**src/hdl/afrr_pkg.sv**
```systemverilog
// ============================================================================
// afrr_pkg: shared definitions of the addressed frame receiver and responder
// Sizes, codes, control word layout and the sequencer's microprogram.
// ============================================================================
package afrr_pkg;

    // Payload bytes of a frame; the frame also carries one command byte.
    localparam int PAYLOAD_BYTES = 4;
    localparam int FRAME_BYTES   = PAYLOAD_BYTES + 1;

    localparam int PTR_W     = $clog2(FRAME_BYTES);
    localparam int RIDX_W    = (PAYLOAD_BYTES > 1) ? $clog2(PAYLOAD_BYTES) : 1;
    localparam int CNT_W     = $clog2(FRAME_BYTES + 1);
    localparam int STEP_W    = 4;
    localparam int CFG_IDX_W = 2;

    localparam logic [4:0] PAYLOAD_LIM = 5'(PAYLOAD_BYTES);

    typedef enum logic [1:0] {
        PH_IDLE,
        PH_ADDR,
        PH_RECV,
        PH_SUM
    } rx_phase_t;

    typedef enum logic [CFG_IDX_W-1:0] {
        CFG_STATION_ADDRESS,
        CFG_START_CODE,
        CFG_PING_COMMAND,
        CFG_DOUBLE_START
    } cfg_reg_t;

    typedef enum logic [2:0] {
        SRC_START,
        SRC_ADDR,
        SRC_FRAME,
        SRC_REPLY,
        SRC_ACC
    } src_t;

    typedef enum logic [1:0] {
        LAST_NO,
        LAST_FRAME_END,
        LAST_YES
    } last_t;

    typedef enum logic [1:0] {
        ACC_HOLD,
        ACC_SEED,
        ACC_ADD_FRAME,
        ACC_ADD_REPLY
    } acc_op_t;

    typedef enum logic [1:0] {
        PTR_HOLD,
        PTR_CLR,
        PTR_INC
    } ptr_op_t;

    typedef enum logic [2:0] {
        COND_NEVER,
        COND_ALWAYS,
        COND_FRAME_MORE,
        COND_REPLY_MORE,
        COND_SUM_BAD,
        COND_PING,
        COND_NOT_READY,
        COND_SINGLE
    } cond_t;

    typedef struct packed {
        logic              emit;
        logic              kind;
        src_t              src;
        last_t             last;
        acc_op_t           acc_op;
        ptr_op_t           ptr_op;
        cond_t             cond;
        logic [STEP_W-1:0] target;
        logic              clr_frame;
        logic              clr_reply;
        logic              done;
    } ctrl_t;

    typedef struct packed {
        logic frame_more;
        logic reply_more;
        logic sum_bad;
        logic is_ping;
        logic reply_ready;
        logic double_start;
    } flags_t;

    // Program addresses.
    localparam logic [STEP_W-1:0] ST_INIT      = 4'd0;
    localparam logic [STEP_W-1:0] ST_SUM       = 4'd1;
    localparam logic [STEP_W-1:0] ST_CHECK     = 4'd2;
    localparam logic [STEP_W-1:0] ST_KIND      = 4'd3;
    localparam logic [STEP_W-1:0] ST_DELIVER   = 4'd4;
    localparam logic [STEP_W-1:0] ST_FINISH    = 4'd5;
    localparam logic [STEP_W-1:0] ST_PING      = 4'd6;
    localparam logic [STEP_W-1:0] ST_START1    = 4'd7;
    localparam logic [STEP_W-1:0] ST_START2    = 4'd8;
    localparam logic [STEP_W-1:0] ST_ADDR      = 4'd9;
    localparam logic [STEP_W-1:0] ST_PAYLOAD   = 4'd10;
    localparam logic [STEP_W-1:0] ST_CSUM      = 4'd11;
    localparam logic [STEP_W-1:0] ST_CLR_REPLY = 4'd12;

    // Microprogram run for each checksum byte.
    function automatic ctrl_t ucode(logic [STEP_W-1:0] step);
        ctrl_t w;
        w = '0;
        case (step)
            ST_INIT:
            begin
                w.acc_op = ACC_SEED;
                w.ptr_op = PTR_CLR;
            end
            ST_SUM:
            begin
                w.acc_op = ACC_ADD_FRAME;
                w.ptr_op = PTR_INC;
                w.cond   = COND_FRAME_MORE;
                w.target = ST_SUM;
            end
            ST_CHECK:
            begin
                w.ptr_op = PTR_CLR;
                w.cond   = COND_SUM_BAD;
                w.target = ST_FINISH;
            end
            ST_KIND:
            begin
                w.cond   = COND_PING;
                w.target = ST_PING;
            end
            ST_DELIVER:
            begin
                w.emit   = 1'b1;
                w.kind   = 1'b0;
                w.src    = SRC_FRAME;
                w.last   = LAST_FRAME_END;
                w.ptr_op = PTR_INC;
                w.cond   = COND_FRAME_MORE;
                w.target = ST_DELIVER;
            end
            ST_FINISH:
            begin
                w.clr_frame = 1'b1;
                w.done      = 1'b1;
            end
            ST_PING:
            begin
                w.acc_op = ACC_SEED;
                w.ptr_op = PTR_CLR;
                w.cond   = COND_NOT_READY;
                w.target = ST_CLR_REPLY;
            end
            ST_START1:
            begin
                w.emit   = 1'b1;
                w.kind   = 1'b1;
                w.src    = SRC_START;
                w.cond   = COND_SINGLE;
                w.target = ST_ADDR;
            end
            ST_START2:
            begin
                w.emit = 1'b1;
                w.kind = 1'b1;
                w.src  = SRC_START;
            end
            ST_ADDR:
            begin
                w.emit = 1'b1;
                w.kind = 1'b1;
                w.src  = SRC_ADDR;
            end
            ST_PAYLOAD:
            begin
                w.emit   = 1'b1;
                w.kind   = 1'b1;
                w.src    = SRC_REPLY;
                w.acc_op = ACC_ADD_REPLY;
                w.ptr_op = PTR_INC;
                w.cond   = COND_REPLY_MORE;
                w.target = ST_PAYLOAD;
            end
            ST_CSUM:
            begin
                w.emit = 1'b1;
                w.kind = 1'b1;
                w.src  = SRC_ACC;
                w.last = LAST_YES;
            end
            ST_CLR_REPLY:
            begin
                w.clr_reply = 1'b1;
                w.cond      = COND_ALWAYS;
                w.target    = ST_FINISH;
            end
            default:
            begin
                w.clr_frame = 1'b1;
                w.done      = 1'b1;
            end
        endcase
        return w;
    endfunction

endpackage

```
**src/hdl/afrr_if.sv**
```systemverilog
// ============================================================================
// afrr_if: channel interfaces of the frame receiver
// Input item, result item and configuration write channels.
// ============================================================================
interface afrr_item_if;
    logic       valid;
    logic       ready;
    logic       action;
    logic [7:0] data_byte;
    logic [3:0] reply_index;
    logic       arm_reply;

    modport source (output valid, action, data_byte, reply_index, arm_reply, input ready);
    modport sink (input valid, action, data_byte, reply_index, arm_reply, output ready);
endinterface

interface afrr_result_if;
    logic       valid;
    logic       ready;
    logic       kind;
    logic [7:0] out_byte;
    logic       last;

    modport source (output valid, kind, out_byte, last, input ready);
    modport sink (input valid, kind, out_byte, last, output ready);
endinterface

interface afrr_cfg_if;
    logic                          valid;
    logic                          ready;
    logic [afrr_pkg::CFG_IDX_W-1:0] index;
    logic [7:0]                    data;

    modport source (output valid, index, data, input ready);
    modport sink (input valid, index, data, output ready);
endinterface

```
**src/hdl/addressed_frame_receiver_responder_top.sv**
```systemverilog
// ============================================================================
// addressed_frame_receiver_responder_top: bus slave frame receiver
// Frames received bytes, checks address and checksum, delivers frames and
// answers ping frames with an armed reply.
// ============================================================================
// A reply load or a non-checksum bus byte is absorbed without starting the
// sequencer, so the input stays ready. A checksum byte starts the microprogram:
// it sums the frame and ends on a bad checksum, else delivers the frame, or for
// a ping with an armed reply sends start code, address, reply payload and
// checksum, then clears the reply; each emitting step waits while the output register is full and not being taken.
// Reset clears configuration, receive phase, stores and the reply flag.
// ============================================================================
module addressed_frame_receiver_responder_top (
    input logic            clk,
    input logic            rst_n,
    afrr_cfg_if.sink       cfg,
    afrr_item_if.sink      item,
    afrr_result_if.source  result
);

    // Configuration registers. Writes are always taken; software only writes
    // them while no transaction is in flight, a rule the block does not enforce.
    logic [7:0] station_address_reg;
    logic [7:0] start_code_reg;
    logic [7:0] ping_command_reg;
    logic       double_start_reg;

    // Receive state and stores.
    afrr_pkg::rx_phase_t     phase_reg;
    afrr_pkg::rx_phase_t     phase_next;
    logic [afrr_pkg::CNT_W-1:0] rx_count_reg;
    logic [afrr_pkg::CNT_W-1:0] rx_count_next;
    logic [7:0] frame_reg [afrr_pkg::FRAME_BYTES];
    logic [7:0] frame_next [afrr_pkg::FRAME_BYTES];
    logic [7:0] reply_reg [afrr_pkg::PAYLOAD_BYTES];
    logic [7:0] reply_next [afrr_pkg::PAYLOAD_BYTES];
    logic       reply_ready_reg;
    logic       reply_ready_next;

    // Sequencer datapath: the checksum byte under test, an accumulator and
    // a pointer shared by frame and reply stores.
    logic [7:0]                 check_byte_reg;
    logic [7:0]                 check_byte_next;
    logic [7:0]                 acc_reg;
    logic [7:0]                 acc_next;
    logic [afrr_pkg::PTR_W-1:0] ptr_reg;
    logic [afrr_pkg::PTR_W-1:0] ptr_next;

    // Output register decouples the result channel from the sequencer.
    logic       out_valid_reg;
    logic       out_valid_next;
    logic       out_kind_reg;
    logic       out_kind_next;
    logic [7:0] out_byte_reg;
    logic [7:0] out_byte_next;
    logic       out_last_reg;
    logic       out_last_next;

    afrr_pkg::ctrl_t  ctrl;
    afrr_pkg::flags_t flags;
    logic             seq_busy;
    logic             seq_fire;
    logic             seq_start;
    logic             stall;
    logic             emit_fire;
    logic             accept;
    logic             accept_bus;
    logic             accept_load;
    logic [7:0]       emit_byte;
    logic             emit_last;
    logic [7:0]       frame_sel;
    logic [7:0]       reply_sel;

    assign cfg.ready = 1'b1;

    always_ff @(posedge clk or negedge rst_n)
    begin
        if (!rst_n)
        begin
            station_address_reg <= 8'h00;
            start_code_reg      <= 8'h00;
            ping_command_reg    <= 8'h00;
            double_start_reg    <= 1'b0;
        end
        else if (cfg.valid)
        begin
            case (cfg.index)
                afrr_pkg::CFG_STATION_ADDRESS: station_address_reg <= cfg.data;
                afrr_pkg::CFG_START_CODE:      start_code_reg      <= cfg.data;
                afrr_pkg::CFG_PING_COMMAND:    ping_command_reg    <= cfg.data;
                afrr_pkg::CFG_DOUBLE_START:    double_start_reg    <= cfg.data[0];
                default:
                begin
                end
            endcase
        end
    end

    // One item at a time: the input waits while a checksum byte is being
    // worked through.
    assign item.ready  = !seq_busy;
    assign accept      = item.valid && item.ready;
    assign accept_bus  = accept && !item.action;
    assign accept_load = accept && item.action;
    assign seq_start   = accept_bus && (phase_reg == afrr_pkg::PH_SUM);

    // Receive phase: next state.
    always_comb
    begin
        phase_next = phase_reg;
        if (seq_fire && ctrl.clr_frame)
        begin
            phase_next = afrr_pkg::PH_IDLE;
        end
        else if (accept_bus)
        begin
            case (phase_reg)
                afrr_pkg::PH_IDLE:
                begin
                    if (item.data_byte == start_code_reg)
                    begin
                        phase_next = afrr_pkg::PH_ADDR;
                    end
                end
                afrr_pkg::PH_ADDR:
                begin
                    phase_next = (item.data_byte == station_address_reg) ?
                                 afrr_pkg::PH_RECV : afrr_pkg::PH_IDLE;
                end
                afrr_pkg::PH_RECV:
                begin
                    if (rx_count_reg == afrr_pkg::CNT_W'(afrr_pkg::FRAME_BYTES - 1))
                    begin
                        phase_next = afrr_pkg::PH_SUM;
                    end
                end
                default:
                begin
                end
            endcase
        end
    end

    // Receive phase: stores, counter and reply flag.
    always_comb
    begin
        rx_count_next    = rx_count_reg;
        frame_next       = frame_reg;
        reply_next       = reply_reg;
        reply_ready_next = reply_ready_reg;
        check_byte_next  = check_byte_reg;

        if (accept_bus)
        begin
            case (phase_reg)
                afrr_pkg::PH_IDLE:
                begin
                    if (item.data_byte == start_code_reg)
                    begin
                        rx_count_next = '0;
                    end
                end
                afrr_pkg::PH_RECV:
                begin
                    frame_next[rx_count_reg[afrr_pkg::PTR_W-1:0]] = item.data_byte;
                    rx_count_next = rx_count_reg + 1'b1;
                end
                afrr_pkg::PH_SUM:
                begin
                    check_byte_next = item.data_byte;
                end
                default:
                begin
                end
            endcase
        end

        // A reply index past the store is dropped; the arm bit still counts.
        if (accept_load)
        begin
            if ({1'b0, item.reply_index} < afrr_pkg::PAYLOAD_LIM)
            begin
                reply_next[item.reply_index[afrr_pkg::RIDX_W-1:0]] = item.data_byte;
            end
            if (item.arm_reply)
            begin
                reply_ready_next = 1'b1;
            end
        end

        if (seq_fire && ctrl.clr_frame)
        begin
            for (int i = 0; i < afrr_pkg::FRAME_BYTES; i++)
            begin
                frame_next[i] = 8'h00;
            end
        end

        if (seq_fire && ctrl.clr_reply)
        begin
            for (int i = 0; i < afrr_pkg::PAYLOAD_BYTES; i++)
            begin
                reply_next[i] = 8'h00;
            end
            reply_ready_next = 1'b0;
        end
    end

    // Datapath driven by the control word.
    assign frame_sel = frame_reg[ptr_reg];
    assign reply_sel = reply_reg[ptr_reg[afrr_pkg::RIDX_W-1:0]];

    assign flags.frame_more   = (ptr_reg != afrr_pkg::PTR_W'(afrr_pkg::FRAME_BYTES - 1));
    assign flags.reply_more   = (ptr_reg != afrr_pkg::PTR_W'(afrr_pkg::PAYLOAD_BYTES - 1));
    assign flags.sum_bad      = (acc_reg != check_byte_reg);
    assign flags.is_ping      = (frame_reg[0] == ping_command_reg);
    assign flags.reply_ready  = reply_ready_reg;
    assign flags.double_start = double_start_reg;

    // An emitting step holds while the output register is occupied and the result channel is not ready.
    assign stall     = ctrl.emit && out_valid_reg && !result.ready;
    assign emit_fire = seq_fire && ctrl.emit;

    always_comb
    begin
        case (ctrl.src)
            afrr_pkg::SRC_START: emit_byte = start_code_reg;
            afrr_pkg::SRC_ADDR:  emit_byte = station_address_reg;
            afrr_pkg::SRC_FRAME: emit_byte = frame_sel;
            afrr_pkg::SRC_REPLY: emit_byte = reply_sel;
            afrr_pkg::SRC_ACC:   emit_byte = acc_reg;
            default:             emit_byte = 8'h00;
        endcase
    end

    always_comb
    begin
        case (ctrl.last)
            afrr_pkg::LAST_NO:        emit_last = 1'b0;
            afrr_pkg::LAST_FRAME_END: emit_last = !flags.frame_more;
            afrr_pkg::LAST_YES:       emit_last = 1'b1;
            default:                  emit_last = 1'b0;
        endcase
    end

    always_comb
    begin
        acc_next = acc_reg;
        ptr_next = ptr_reg;
        if (seq_fire)
        begin
            case (ctrl.acc_op)
                afrr_pkg::ACC_HOLD:      acc_next = acc_reg;
                afrr_pkg::ACC_SEED:      acc_next = station_address_reg;
                afrr_pkg::ACC_ADD_FRAME: acc_next = acc_reg + frame_sel;
                afrr_pkg::ACC_ADD_REPLY: acc_next = acc_reg + reply_sel;
                default:                 acc_next = acc_reg;
            endcase
            case (ctrl.ptr_op)
                afrr_pkg::PTR_HOLD: ptr_next = ptr_reg;
                afrr_pkg::PTR_CLR:  ptr_next = '0;
                afrr_pkg::PTR_INC:  ptr_next = ptr_reg + 1'b1;
                default:            ptr_next = ptr_reg;
            endcase
        end
    end

    always_comb
    begin
        out_valid_next = out_valid_reg;
        out_kind_next  = out_kind_reg;
        out_byte_next  = out_byte_reg;
        out_last_next  = out_last_reg;
        if (emit_fire)
        begin
            out_valid_next = 1'b1;
            out_kind_next  = ctrl.kind;
            out_byte_next  = emit_byte;
            out_last_next  = emit_last;
        end
        else if (result.ready)
        begin
            out_valid_next = 1'b0;
        end
    end

    assign result.valid    = out_valid_reg;
    assign result.kind     = out_kind_reg;
    assign result.out_byte = out_byte_reg;
    assign result.last     = out_last_reg;

    afrr_sequencer u_sequencer (
        .clk   (clk),
        .rst_n (rst_n),
        .start (seq_start),
        .stall (stall),
        .flags (flags),
        .ctrl  (ctrl),
        .busy  (seq_busy),
        .fire  (seq_fire)
    );

    always_ff @(posedge clk or negedge rst_n)
    begin
        if (!rst_n)
        begin
            phase_reg       <= afrr_pkg::PH_IDLE;
            rx_count_reg    <= '0;
            reply_ready_reg <= 1'b0;
            out_valid_reg   <= 1'b0;
            for (int i = 0; i < afrr_pkg::FRAME_BYTES; i++)
            begin
                frame_reg[i] <= 8'h00;
            end
            for (int i = 0; i < afrr_pkg::PAYLOAD_BYTES; i++)
            begin
                reply_reg[i] <= 8'h00;
            end
        end
        else
        begin
            phase_reg       <= phase_next;
            rx_count_reg    <= rx_count_next;
            reply_ready_reg <= reply_ready_next;
            out_valid_reg   <= out_valid_next;
            frame_reg       <= frame_next;
            reply_reg       <= reply_next;
        end
    end

    always_ff @(posedge clk)
    begin
        check_byte_reg <= check_byte_next;
        acc_reg        <= acc_next;
        ptr_reg        <= ptr_next;
        out_kind_reg   <= out_kind_next;
        out_byte_reg   <= out_byte_next;
        out_last_reg   <= out_last_next;
    end

    // A checksum byte always launches the microprogram.
    a_sum_starts: assert property (@(posedge clk) disable iff (!rst_n)
        (accept_bus && phase_reg == afrr_pkg::PH_SUM) |=> seq_busy)
        else $error("checksum byte did not start the sequencer");

    // Results only come out of a running program.
    a_emit_busy: assert property (@(posedge clk) disable iff (!rst_n)
        emit_fire |-> seq_busy)
        else $error("result emitted outside a program run");

    // Each program run leaves the receiver waiting for a new frame.
    a_end_idle: assert property (@(posedge clk) disable iff (!rst_n)
        $fell(seq_busy) |-> phase_reg == afrr_pkg::PH_IDLE)
        else $error("program ended without returning the receiver to idle");

    // The shared pointer stays inside the frame store on every step that
    // reads a frame byte.
    a_ptr_range: assert property (@(posedge clk) disable iff (!rst_n)
        (seq_busy && (ctrl.acc_op == afrr_pkg::ACC_ADD_FRAME ||
                      ctrl.src == afrr_pkg::SRC_FRAME))
        |-> ptr_reg <= afrr_pkg::PTR_W'(afrr_pkg::FRAME_BYTES - 1))
        else $error("store pointer out of range");

endmodule

```
**src/hdl/afrr_sequencer.sv**
```systemverilog
// ============================================================================
// afrr_sequencer: microprogram step counter
// Fetches one control word per step and resolves conditional jumps.
// ============================================================================
module afrr_sequencer (
    input  logic                 clk,
    input  logic                 rst_n,
    input  logic                 start,
    input  logic                 stall,
    input  afrr_pkg::flags_t     flags,
    output afrr_pkg::ctrl_t      ctrl,
    output logic                 busy,
    output logic                 fire
);

    logic [afrr_pkg::STEP_W-1:0] step_reg;
    logic [afrr_pkg::STEP_W-1:0] step_next;
    logic                        busy_reg;
    logic                        busy_next;
    logic                        take_jump;

    assign ctrl = afrr_pkg::ucode(step_reg);
    assign busy = busy_reg;
    assign fire = busy_reg && !stall;

    always_comb
    begin
        case (ctrl.cond)
            afrr_pkg::COND_NEVER:      take_jump = 1'b0;
            afrr_pkg::COND_ALWAYS:     take_jump = 1'b1;
            afrr_pkg::COND_FRAME_MORE: take_jump = flags.frame_more;
            afrr_pkg::COND_REPLY_MORE: take_jump = flags.reply_more;
            afrr_pkg::COND_SUM_BAD:    take_jump = flags.sum_bad;
            afrr_pkg::COND_PING:       take_jump = flags.is_ping;
            afrr_pkg::COND_NOT_READY:  take_jump = !flags.reply_ready;
            afrr_pkg::COND_SINGLE:     take_jump = !flags.double_start;
            default:                   take_jump = 1'b0;
        endcase
    end

    always_comb
    begin
        step_next = step_reg;
        busy_next = busy_reg;
        if (!busy_reg)
        begin
            if (start)
            begin
                step_next = afrr_pkg::ST_INIT;
                busy_next = 1'b1;
            end
        end
        else if (fire)
        begin
            if (ctrl.done)
            begin
                busy_next = 1'b0;
            end
            else if (take_jump)
            begin
                step_next = ctrl.target;
            end
            else
            begin
                step_next = step_reg + 1'b1;
            end
        end
    end

    always_ff @(posedge clk or negedge rst_n)
    begin
        if (!rst_n)
        begin
            step_reg <= afrr_pkg::ST_INIT;
            busy_reg <= 1'b0;
        end
        else
        begin
            step_reg <= step_next;
            busy_reg <= busy_next;
        end
    end

endmodule
```
**src/flat_wrapper.sv**
```systemverilog
// flat-port wrapper written by rule: the top's interface ports become plain ports
module addressed_frame_receiver_responder_top_flat 
  (clk, rst_n, cfg_valid, cfg_index, cfg_data, cfg_ready, item_valid, item_action, item_data_byte, item_reply_index, item_arm_reply, item_ready, result_valid, result_kind, result_out_byte, result_last, result_ready);
  afrr_cfg_if cfg_i ();
  afrr_item_if item_i ();
  afrr_result_if result_i ();
  input logic clk;
  input logic rst_n;
  input wire logic [$bits(cfg_i.valid)-1:0] cfg_valid;
  input wire logic [$bits(cfg_i.index)-1:0] cfg_index;
  input wire logic [$bits(cfg_i.data)-1:0] cfg_data;
  output wire logic [$bits(cfg_i.ready)-1:0] cfg_ready;
  input wire logic [$bits(item_i.valid)-1:0] item_valid;
  input wire logic [$bits(item_i.action)-1:0] item_action;
  input wire logic [$bits(item_i.data_byte)-1:0] item_data_byte;
  input wire logic [$bits(item_i.reply_index)-1:0] item_reply_index;
  input wire logic [$bits(item_i.arm_reply)-1:0] item_arm_reply;
  output wire logic [$bits(item_i.ready)-1:0] item_ready;
  output wire logic [$bits(result_i.valid)-1:0] result_valid;
  output wire logic [$bits(result_i.kind)-1:0] result_kind;
  output wire logic [$bits(result_i.out_byte)-1:0] result_out_byte;
  output wire logic [$bits(result_i.last)-1:0] result_last;
  input wire logic [$bits(result_i.ready)-1:0] result_ready;
  assign cfg_i.valid = cfg_valid;
  assign cfg_i.index = cfg_index;
  assign cfg_i.data = cfg_data;
  assign cfg_ready = cfg_i.ready;
  assign item_i.valid = item_valid;
  assign item_i.action = item_action;
  assign item_i.data_byte = item_data_byte;
  assign item_i.reply_index = item_reply_index;
  assign item_i.arm_reply = item_arm_reply;
  assign item_ready = item_i.ready;
  assign result_valid = result_i.valid;
  assign result_kind = result_i.kind;
  assign result_out_byte = result_i.out_byte;
  assign result_last = result_i.last;
  assign result_i.ready = result_ready;
  addressed_frame_receiver_responder_top u_core (.clk(clk), .rst_n(rst_n), .cfg(cfg_i), .item(item_i), .result(result_i));
endmodule
```
**config.mk**
```make
export PLATFORM = sky130hd
export DESIGN_NAME = addressed_frame_receiver_responder_top_flat
export DESIGN_NICKNAME = d
export VERILOG_FILES = /design/src/hdl/afrr_pkg.sv /design/src/hdl/afrr_if.sv /design/src/hdl/addressed_frame_receiver_responder_top.sv /design/src/hdl/afrr_sequencer.sv /design/src/flat_wrapper.sv
export SDC_FILE = /design/constraint.sdc
export NUM_CORES = 1
export LEC_CHECK = 0
export BUFFER_PORTS_ARGS = -buffer_cell sky130_fd_sc_hd__buf_2
export CORE_AREA = 5 5 139 141
export CTS_BUF_LIST = sky130_fd_sc_hd__clkbuf_4
export DETAILED_ROUTE_END_ITERATION = 8
export DIE_AREA = 0 0 144 146
export HOLD_SLACK_MARGIN = 0.05
export PLACE_DENSITY_LB_ADDON = 0.1
export SLEW_MARGIN = 25
export SYNTH_ARGS = -nofsm -noshare
export SYNTH_HDL_FRONTEND = slang
export SYNTH_HIERARCHICAL = 1
export SYNTH_SLANG_ARGS = --single-unit
```
**constraint.sdc**
```tcl
create_clock -name clk -period 5.9 [get_ports clk]
set_clock_uncertainty 0.05 [all_clocks]
set_input_delay 0.885 -clock clk [delete_from_list [all_inputs] [get_ports clk]]
set_output_delay 0.885 -clock clk [all_outputs]
set_load 0.02 [all_outputs]
```
* After elaboration in Yosys (flattened, before gate mapping) *
Index checks and enable logic that the tools add are counted.

operators by class
  add/subtract/negate cells = 5
  order comparisons = 7
  equal/unequal tests = 47
  muxes and demuxes = 52
  bitwise gates (word level) = 5
  reductions and logical operators = 53

operators by type and width
  cell                  count
  $mux W40              3
  $mux W32              3
  $pmux W7 S8           1
  $mux W8               6
  $bwmux W40            1
  $pmux W8 S5           1
  $bwmux W32            1
  $pmux W5 S5           1
  $bmux W8 S3           1
  $demux W8 S3          1
  $eq A8 B8 Y1          3
  $pmux W8 S3           1
  $eq A4 B4 Y1 const B  5
  $mux W4               5
  $reduce_and A2 Y1     10
  $eq A3 B3 Y1 const B  6
  $reduce_bool A2 Y1    9
  $add A8 B8 Y8         2
  $bmux W8 S2           1
  $demux W8 S2          1
  $eq A2 B2 Y1 const B  8
  $eq A3 B2 Y1 const B  4
  $eq A4 B3 Y1 const B  3
  $logic_and A1 B1 Y1   12
  38 further kinds      80

word-level totals
  register bits = 138
  input port bits = 29
  logic and storage cells = 194

* Longest topological paths before layout *
Gate-level depths: netlist of run 1.

  word-level depth = 10
  gate-level depth with buffers = 18

* Modules after synthesis *
The synthesis of run 1 kept the hierarchy.

modules (own cells, without submodules)
  module                                  instances  cells an instance  area each (µm²)
  addressed_frame_receiver_responder_top  1          620                7,088.0
  afrr_sequencer                          1          110                860.8

* Worst setup path before layout of run 1 *
OpenSTA, ideal clock, no wires.

  path kind = flip-flop to flip-flop
  start point = register u_core/u_sequencer/step_reg[0] (netlist bit)
  end point = register u_core.acc_reg[7] (data pin)
  setup time = 0.260 ns
  arrival time = 3.083 ns
  path slack = 2.507 ns
  cell stages (with the launch flop) = 17
  path buffers = 1
  period minus slack after synthesis = 3.393 ns
  cell sequence = dfrtp_1 -> inv_1 -> ha_1 -> buf_2 -> nor2b_1 -> a21oi_1 -> o21ai_0 -> nand2_1 -> mux2i_1 -> inv_1 -> ha_1 -> a211oi_1 -> o21ai_0 -> nor3_1 -> o21bai_1 -> xnor2_1 -> mux2_4

RTL lines
  item                    RTL line                                       source
  start, declared         afrr_sequencer.sv:16                           logic [afrr_pkg::STEP_W-1:0] step_reg;
  start signal, assigned  afrr_sequencer.sv:74                           step_reg <= afrr_pkg::ST_INIT;
  start signal, assigned  afrr_sequencer.sv:79                           step_reg <= step_next;
  end signal, assigned    addressed_frame_receiver_responder_top.sv:334  acc_reg <= acc_next;
  end, declared           addressed_frame_receiver_responder_top.sv:44   logic [7:0] acc_reg;

==> impl_metrics.json, run 1 <==
{
  "area_growth_pct": 9.33,
  "hp-class": "input pin to asynchronous set/reset pin",
  "grt_antenna_before_repair": 1,
  "hold_viol": 0,
  "hpwl_mm": 15.4,
  "cts_tree": "built",
  "drv_slew": 0,
  "die_area_mm2": 0.0210,
  "first_pass_iters": 5,
  "clock_latency_ps": 540,
  "die_y_um": 146,
  "cp.required_ps": 6160,
  "start_util_pct": 44.4,
  "setup_violations": 0,
  "n_fill_cell": 1635,
  "nets": 806,
  "fin_tns_setup_ps": 0,
  "syn_inst": 726,
  "rsz0062_at_grt": "no",
  "rows": 49,
  "hold_buffers": 0,
  "arrival_ps": 4300,
  "io_buffers": 40,
  "cp-start-kind": "register",
  "cts_root_buffer": "clkbuf_4",
  "endpoint_kind": "register",
  "yosys_warnings": 6,
  "vdd_drop_max_mv": 0.127,
  "multiInputGateArea_mm2": 0.00402,
  "wire_per_inst_um": 21.3,
  "power_density_mw_per_mm2": 263,
  "numCtsBuffers": 17,
  "max-slew-margin-rel_pct": 36.4,
  "ioPinCount": 42,
  "cts_sinks": 138,
  "initialDrtViolationCount": 401,
  "cts_max_level": 4,
  "post-route-period-util_pct": 68.6,
  "max_freq_mhz": 247,
  "cts_setup_buffers": 0,
  "status": "completed",
  "total_power_uw": 2280,
  "num_vias": 5631,
  "core_mm2": 0.0178,
  "overflow": 0,
  "gp_congestion": 0.854,
  "cts.repair.resized": 0,
  "critPathMaxFanout": 8,
  "hold_ws_ps": 313,
  "ff_latch_area_mm2": 0.00360,
  "power_leakage_uw": 0.00392,
  "synthesis.nets": 780,
  "cts_buffer_depth": 2,
  "grt_max_degree": 63,
  "fp.dieW_um": 144,
  "wl_mm": 21.2,
  "worstMarginPinSlew_ps": 954,
  "drive_gt1_share_pct": 19.2,
  "track_usage_pct": 21.0,
  "viasPerCell": 5.65,
  "clk_pin_slew_ps": 130,
  "avgSynthCellArea_um2": 10.9,
  "ant_nets": 0,
  "largest_reg_flops": 40,
  "remaining_drc_errors": 0,
  "first_global_vias": 5722,
  "syn_area_mm2": 0.00793,
  "criticalPathCategory": "register to register",
  "grt_pass1_wl_mm": 33.2,
  "min_period_ps": 4050,
  "maxCapViolCount": 0
}
-- routing by layer --
metal | vias up | track usage, % | routed length (um)
met3 | 25 | 3.68 | 1000
met4 | 0 | 6.64 | 392
met1 | 2831 | 29.1 | 9530
met5 | - | 0 | 0
met2 | 157 | 33.3 | 10300
li1 | 2618 | - | -
-- layout by cell type, fill, tap and decap left out, types with 18 or more instances in the layout --
cell type,count
nor2_1,109
dfrtp_1,109
mux2i_1,108
buf_2,39
mux2_2,35
nand2_1,29
edfxtp_1,29
a21oi_1,26
inv_1,25
ha_1,24
xnor2_1,22
clkbuf_4,18
-- final cells by class --
class,count,share of cell area (%)
Antenna cell,2,0.0577
Clock buffer,18,1.56
Clock inverter,14,2.89
Inverter,26,1.15
Multi-Input combinational cell,520,46.4
Sequential cell,138,41.5
Tap cell,229,3.31
Timing Repair Buffer,49,3.12
-- per-stage QoR --
| step | setup WS [ps] | cells | utilization (%) | instance area (um^2) |
|---|---|---|---|---|
| global route | 1490 | 996 | 48.6 | 8670 |
| detailed placement | 1930 | 962 | 46.4 | 8280 |
| finish | 1850 | 996 | 48.6 | 8670 |
| floorplan | 2520 | 726 | - | 7930 |
| CTS | 1890 | 994 | 48.6 | 8660 |
| global placement | 2030 | 962 | 46.4 | 8280 |
-- power by group --
group	total, uW	internal, uW	leakage, uW	switching [uW]
combinational	323	148	0.00206	175
sequential	1140	1060	0.00166	78.1
clock	819	465	0.000203	354
-- path summary, 6_finish.rpt --
kind	slack, ps	start	endpoint	cells past startpoint
setup / recovery	1850	u_core/u_sequencer/step_reg[0]$_DFFE_PN0P_	u_core/acc_reg[7]$_DFFE_PP_	15
hold reg to reg	470	u_core/result.valid$_DFFE_PN0P_	u_core/result.valid$_DFFE_PN0P_	1
min in group clk	470	u_core/result.valid$_DFFE_PN0P_	u_core/result.valid$_DFFE_PN0P_	1
max in group asynchronous	4210	rst_n	u_core/reply_reg[26]$_DFFE_PN0P_	2
hold / removal	310	rst_n	u_core/rx_count_reg[0]$_DFFE_PN0P_	1
setup reg to reg	1850	u_core/u_sequencer/step_reg[0]$_DFFE_PN0P_	u_core/acc_reg[7]$_DFFE_PP_	15
-- worst max-delay path: stages (launching register included) --
cell and delay, ps:
dfrtp_1 450, inv_1 150, ha_1 330, nor2b_1 270, a21oi_1 60, o21ai_0 350
nand2_1 320, mux2i_1 350, inv_1 80, ha_1 310, a211oi_1 280, o21ai_0 170
nor3_1 170, o21bai_1 100, xnor2_1 130, mux2_4 250
(Power assumes the default switching activity.)
==> inputs of run 2 (changes only) <==
--- a/config.mk
+++ b/config.mk
@@ -5,6 +5,7 @@
 export SDC_FILE = /design/constraint.sdc
 export NUM_CORES = 1
 export LEC_CHECK = 0
+export ABC_AREA = 1
 export BUFFER_PORTS_ARGS = -buffer_cell sky130_fd_sc_hd__buf_2
 export CORE_AREA = 5 5 139 141
 export CTS_BUF_LIST = sky130_fd_sc_hd__clkbuf_4
==> constraint.sdc (replaced) <==
create_clock -name clk -period 3.6 [get_ports clk]
set_clock_uncertainty 0.05 [all_clocks]
set_input_delay 0.54 -clock clk [delete_from_list [all_inputs] [get_ports clk]]
set_output_delay 0.54 -clock clk [all_outputs]
set_load 0.02 [all_outputs]
==> run 2 against run 1 <==
Compared with the run above: sequential share of layout area increased by 0.43 points; routed wire length shrank 0.56%; sequential power grew 95%; setup slack worse by 1500 ps; largest cell class is now sequential cells; non-clock buffer count grew 6; die area unchanged; register-to-register slack worse by 1500 ps; total power grew 140%; critical path type unchanged; first-iteration DRC count up 20%; hold slack worse by 180 ps; count of clock-buffer cells in the layout fell by 1; critical path depth grew 4.
==> impl_metrics.json, run 2 <==
{
  "status": "completed",
  "drive_gt1_share_pct": 15.1,
  "critPathMaxFanout": 14,
  "fin_tns_setup_ps": 0,
  "synth-edff-count": 29,
  "slowest_stage": "dfrtp_1",
  "max_freq_mhz": 311,
  "power.switching_uw": 2370,
  "p_int_uw": 3180,
  "criticalPathCategory": "register to register",
  "die_area_mm2": 0.0210,
  "cp_cell_sequence": "inv_1 -> ha_1 -> inv_1 -> o21ai_1 -> nand2_2 -> inv_1 -> nand2_1 -> o21ai_0 -> inv_1 -> ha_1 -> nand3_1 -> nand2_1 -> nand2_1 -> nand2_1 -> nand2_1 -> nand2_1 -> or2_2 -> nand3_1 -> o21ai_0",
  "mostFrequentLayoutCell": "nand2_1",
  "pre_cts_slack_ps": 195,
  "largest_reg_flops": 40,
  "path_buf_inv": 4,
  "vdd_drop_max_mv": 0.336,
  "fp.dieW_um": 144,
  "seq_power_share_pct": 40.0,
  "synthTopCellsByCount": "nand2_1, inv_1, dfrtp_1, o21ai_0, nand3_1",
  "cp.required_ps": 3870,
  "wire_per_inst_um": 17.3,
  "setup_ws_ps": 386,
  "synth_area_leaders": "dfrtp_1, edfxtp_1, nand2_1, o21ai_0, nand3_1",
  "track_usage_pct": 20.7,
  "max-slew-margin-rel_pct": 37.9,
  "arrival_ps": 3490,
  "syn_area_mm2": 0.00786,
  "n_fill_cell": 1784,
  "combPwrFrac_pct": 40.5,
  "post-route-period-util_pct": 89.3,
  "synthesis.nets": 987,
  "avgSynthCellArea_um2": 8.43,
  "synthArstFlopShare_pct": 79.0,
  "rows": 49,
  "p_sw_share_pct": 42.7,
  "cts_setup_buffers": 0,
  "drv_slew": 0,
  "total_power_uw": 5560,
  "cts_buffer_depth": 2,
  "endpoint_kind": "register",
  "yosysTopAreaCell": "dfrtp_1",
  "clock_latency_ps": 570,
  "hold_ws_ps": 134,
  "hpwl_mm": 15.4,
  "io_buffers": 40,
  "maxCapViolCount": 0,
  "remaining_drc_errors": 0,
  "num_vias": 6402,
  "synth_top_area_share_pct": 34.7,
  "multiInputGateArea_mm2": 0.00357,
  "area_growth_pct": 9.10,
  "crit_cells": 19,
  "syn_inst": 933,
  "grt_max_degree": 50,
  "hp-class": "input pin to register",
  "cts_sinks": 138,
  "ff_latch_area_mm2": 0.00360,
  "crit_family": "simple AND/OR/NAND/NOR gates",
  "clockPowerShare_pct": 19.4,
  "hold_depth": 2,
  "synthFlopType": "dfrtp_1",
  "initialDrtViolationCount": 482,
  "clk_pin_slew_ps": 140,
  "cts_tree": "built",
  "first_global_vias": 6085,
  "overflow": 0,
  "min_period_ps": 3210,
  "viasPerCell": 5.26,
  "cp-start-kind": "register",
  "grt_antenna_before_repair": 1,
  "cts_root_buffer": "clkbuf_4",
  "synth_seq_area_share_pct": 45.8,
  "cpMostUsedCell": "nand2_1",
  "start_util_pct": 44.1,
  "placed_cell_area_mm2": 0.00827,
  "ant_nets": 0,
  "ioPinCount": 42,
  "worstMarginPinSlew_ps": 924,
  "core_mm2": 0.0178,
  "ys_ff_latch": 138,
  "final_cell_area_mm2": 0.00858,
  "slowest_delay_ps": 460,
  "hold_viol": 0,
  "layout_common_cells": "nand2_1, inv_1, dfrtp_1",
  "setup_violations": 0,
  "netlist-cell-type-count": 47,
  "worst_r2r_path_depth": 19,
  "wl_mm": 21.1,
  "rsz0062_at_grt": "no",
  "yosys_warnings": 6,
  "power_leakage_uw": 0.00406,
  "power_density_mw_per_mm2": 648,
  "nets": 1029,
  "numCtsBuffers": 17,
  "die_y_um": 146,
  "first_pass_iters": 5,
  "grt_pass1_wl_mm": 33.6,
  "cts_max_level": 4,
  "gp_congestion": 0.897,
  "synth_most_common_cell": "nand2_1"
}
==> run 2: final timing paths <==
path | start | endpoint | slack [ps]
max | u_core/u_sequencer/step_reg[0]$_DFFE_PN0P_ | u_core/acc_reg[5]$_DFFE_PP_ | 390
min | result_ready | u_core/result.valid$_DFFE_PN0P_ | 130
max reg2reg | u_core/u_sequencer/step_reg[0]$_DFFE_PN0P_ | u_core/acc_reg[5]$_DFFE_PP_ | 390
min reg2reg | u_core/station_address_reg[5]$_DFFE_PN0P_ | u_core/station_address_reg[5]$_DFFE_PN0P_ | 460
max in group asynchronous | rst_n | u_core/start_code_reg[6]$_DFFE_PN0P_ | 2310
min in group asynchronous | rst_n | u_core/u_sequencer/busy$_DFF_PN0_ | 430
==> run 2: cell type report <==
type / instances / share of cell area, %
diodes: 1 / 0.0292
clock inverters: 15 / 1.90
repair buffers: 55 / 4.00
multi-input cells: 633 / 41.6
clock buffers: 17 / 1.49
flip-flops and latches: 138 / 41.9
inverters: 130 / 5.69
well taps: 229 / 3.34
==> run 2: what timing repair did <==
| action | in CTS | in global routing |
|---|---|---|
| gates resized for setup | 0 | 2 |
| endpoints found under the hold margin | 33 | 0 |
| hold buffers | 1 | 0 |
| setup endpoints to repair | 0 | 2 |
==> run 2: routing by layer <==
metal	up-vias	part of all wire (%)	track usage [%]
li1	3228	-	-
met1	3006	48	30.0
met2	146	46	31.7
met3	22	4.5	4.04
met4	0	1.7	5.41
met5	-	0	0
==> run 2: stage by stage <==
step           instances  utilization (%)
2_1_floorplan        933                -
6_report            1218             48.1
3_3_place_gp        1184             46.4
3_5_place_dp        1184             46.4
4_1_cts             1217             48.1
5_1_grt             1218             48.1
==> run 2: logic make-up after synthesis <==
group / synth area share, %
compound gates: 16.0
xor+xnor: 2.23
fa+ha+maj: 4.07
buf+inv: 8.86
flops: 45.8
other cells: 0.0477
simple gates: 23.0
==> run 2: power groups by stage <==
stage	Combinational (uW)	Sequential [uW]	Clock (uW)
2_1_floorplan	1700	2180	0
3_3_place_gp	2230	2250	0
3_5_place_dp	2240	2260	0
4_1_cts	2250	2220	1110
5_1_grt	2560	2270	1190
6_report	2250	2220	1080
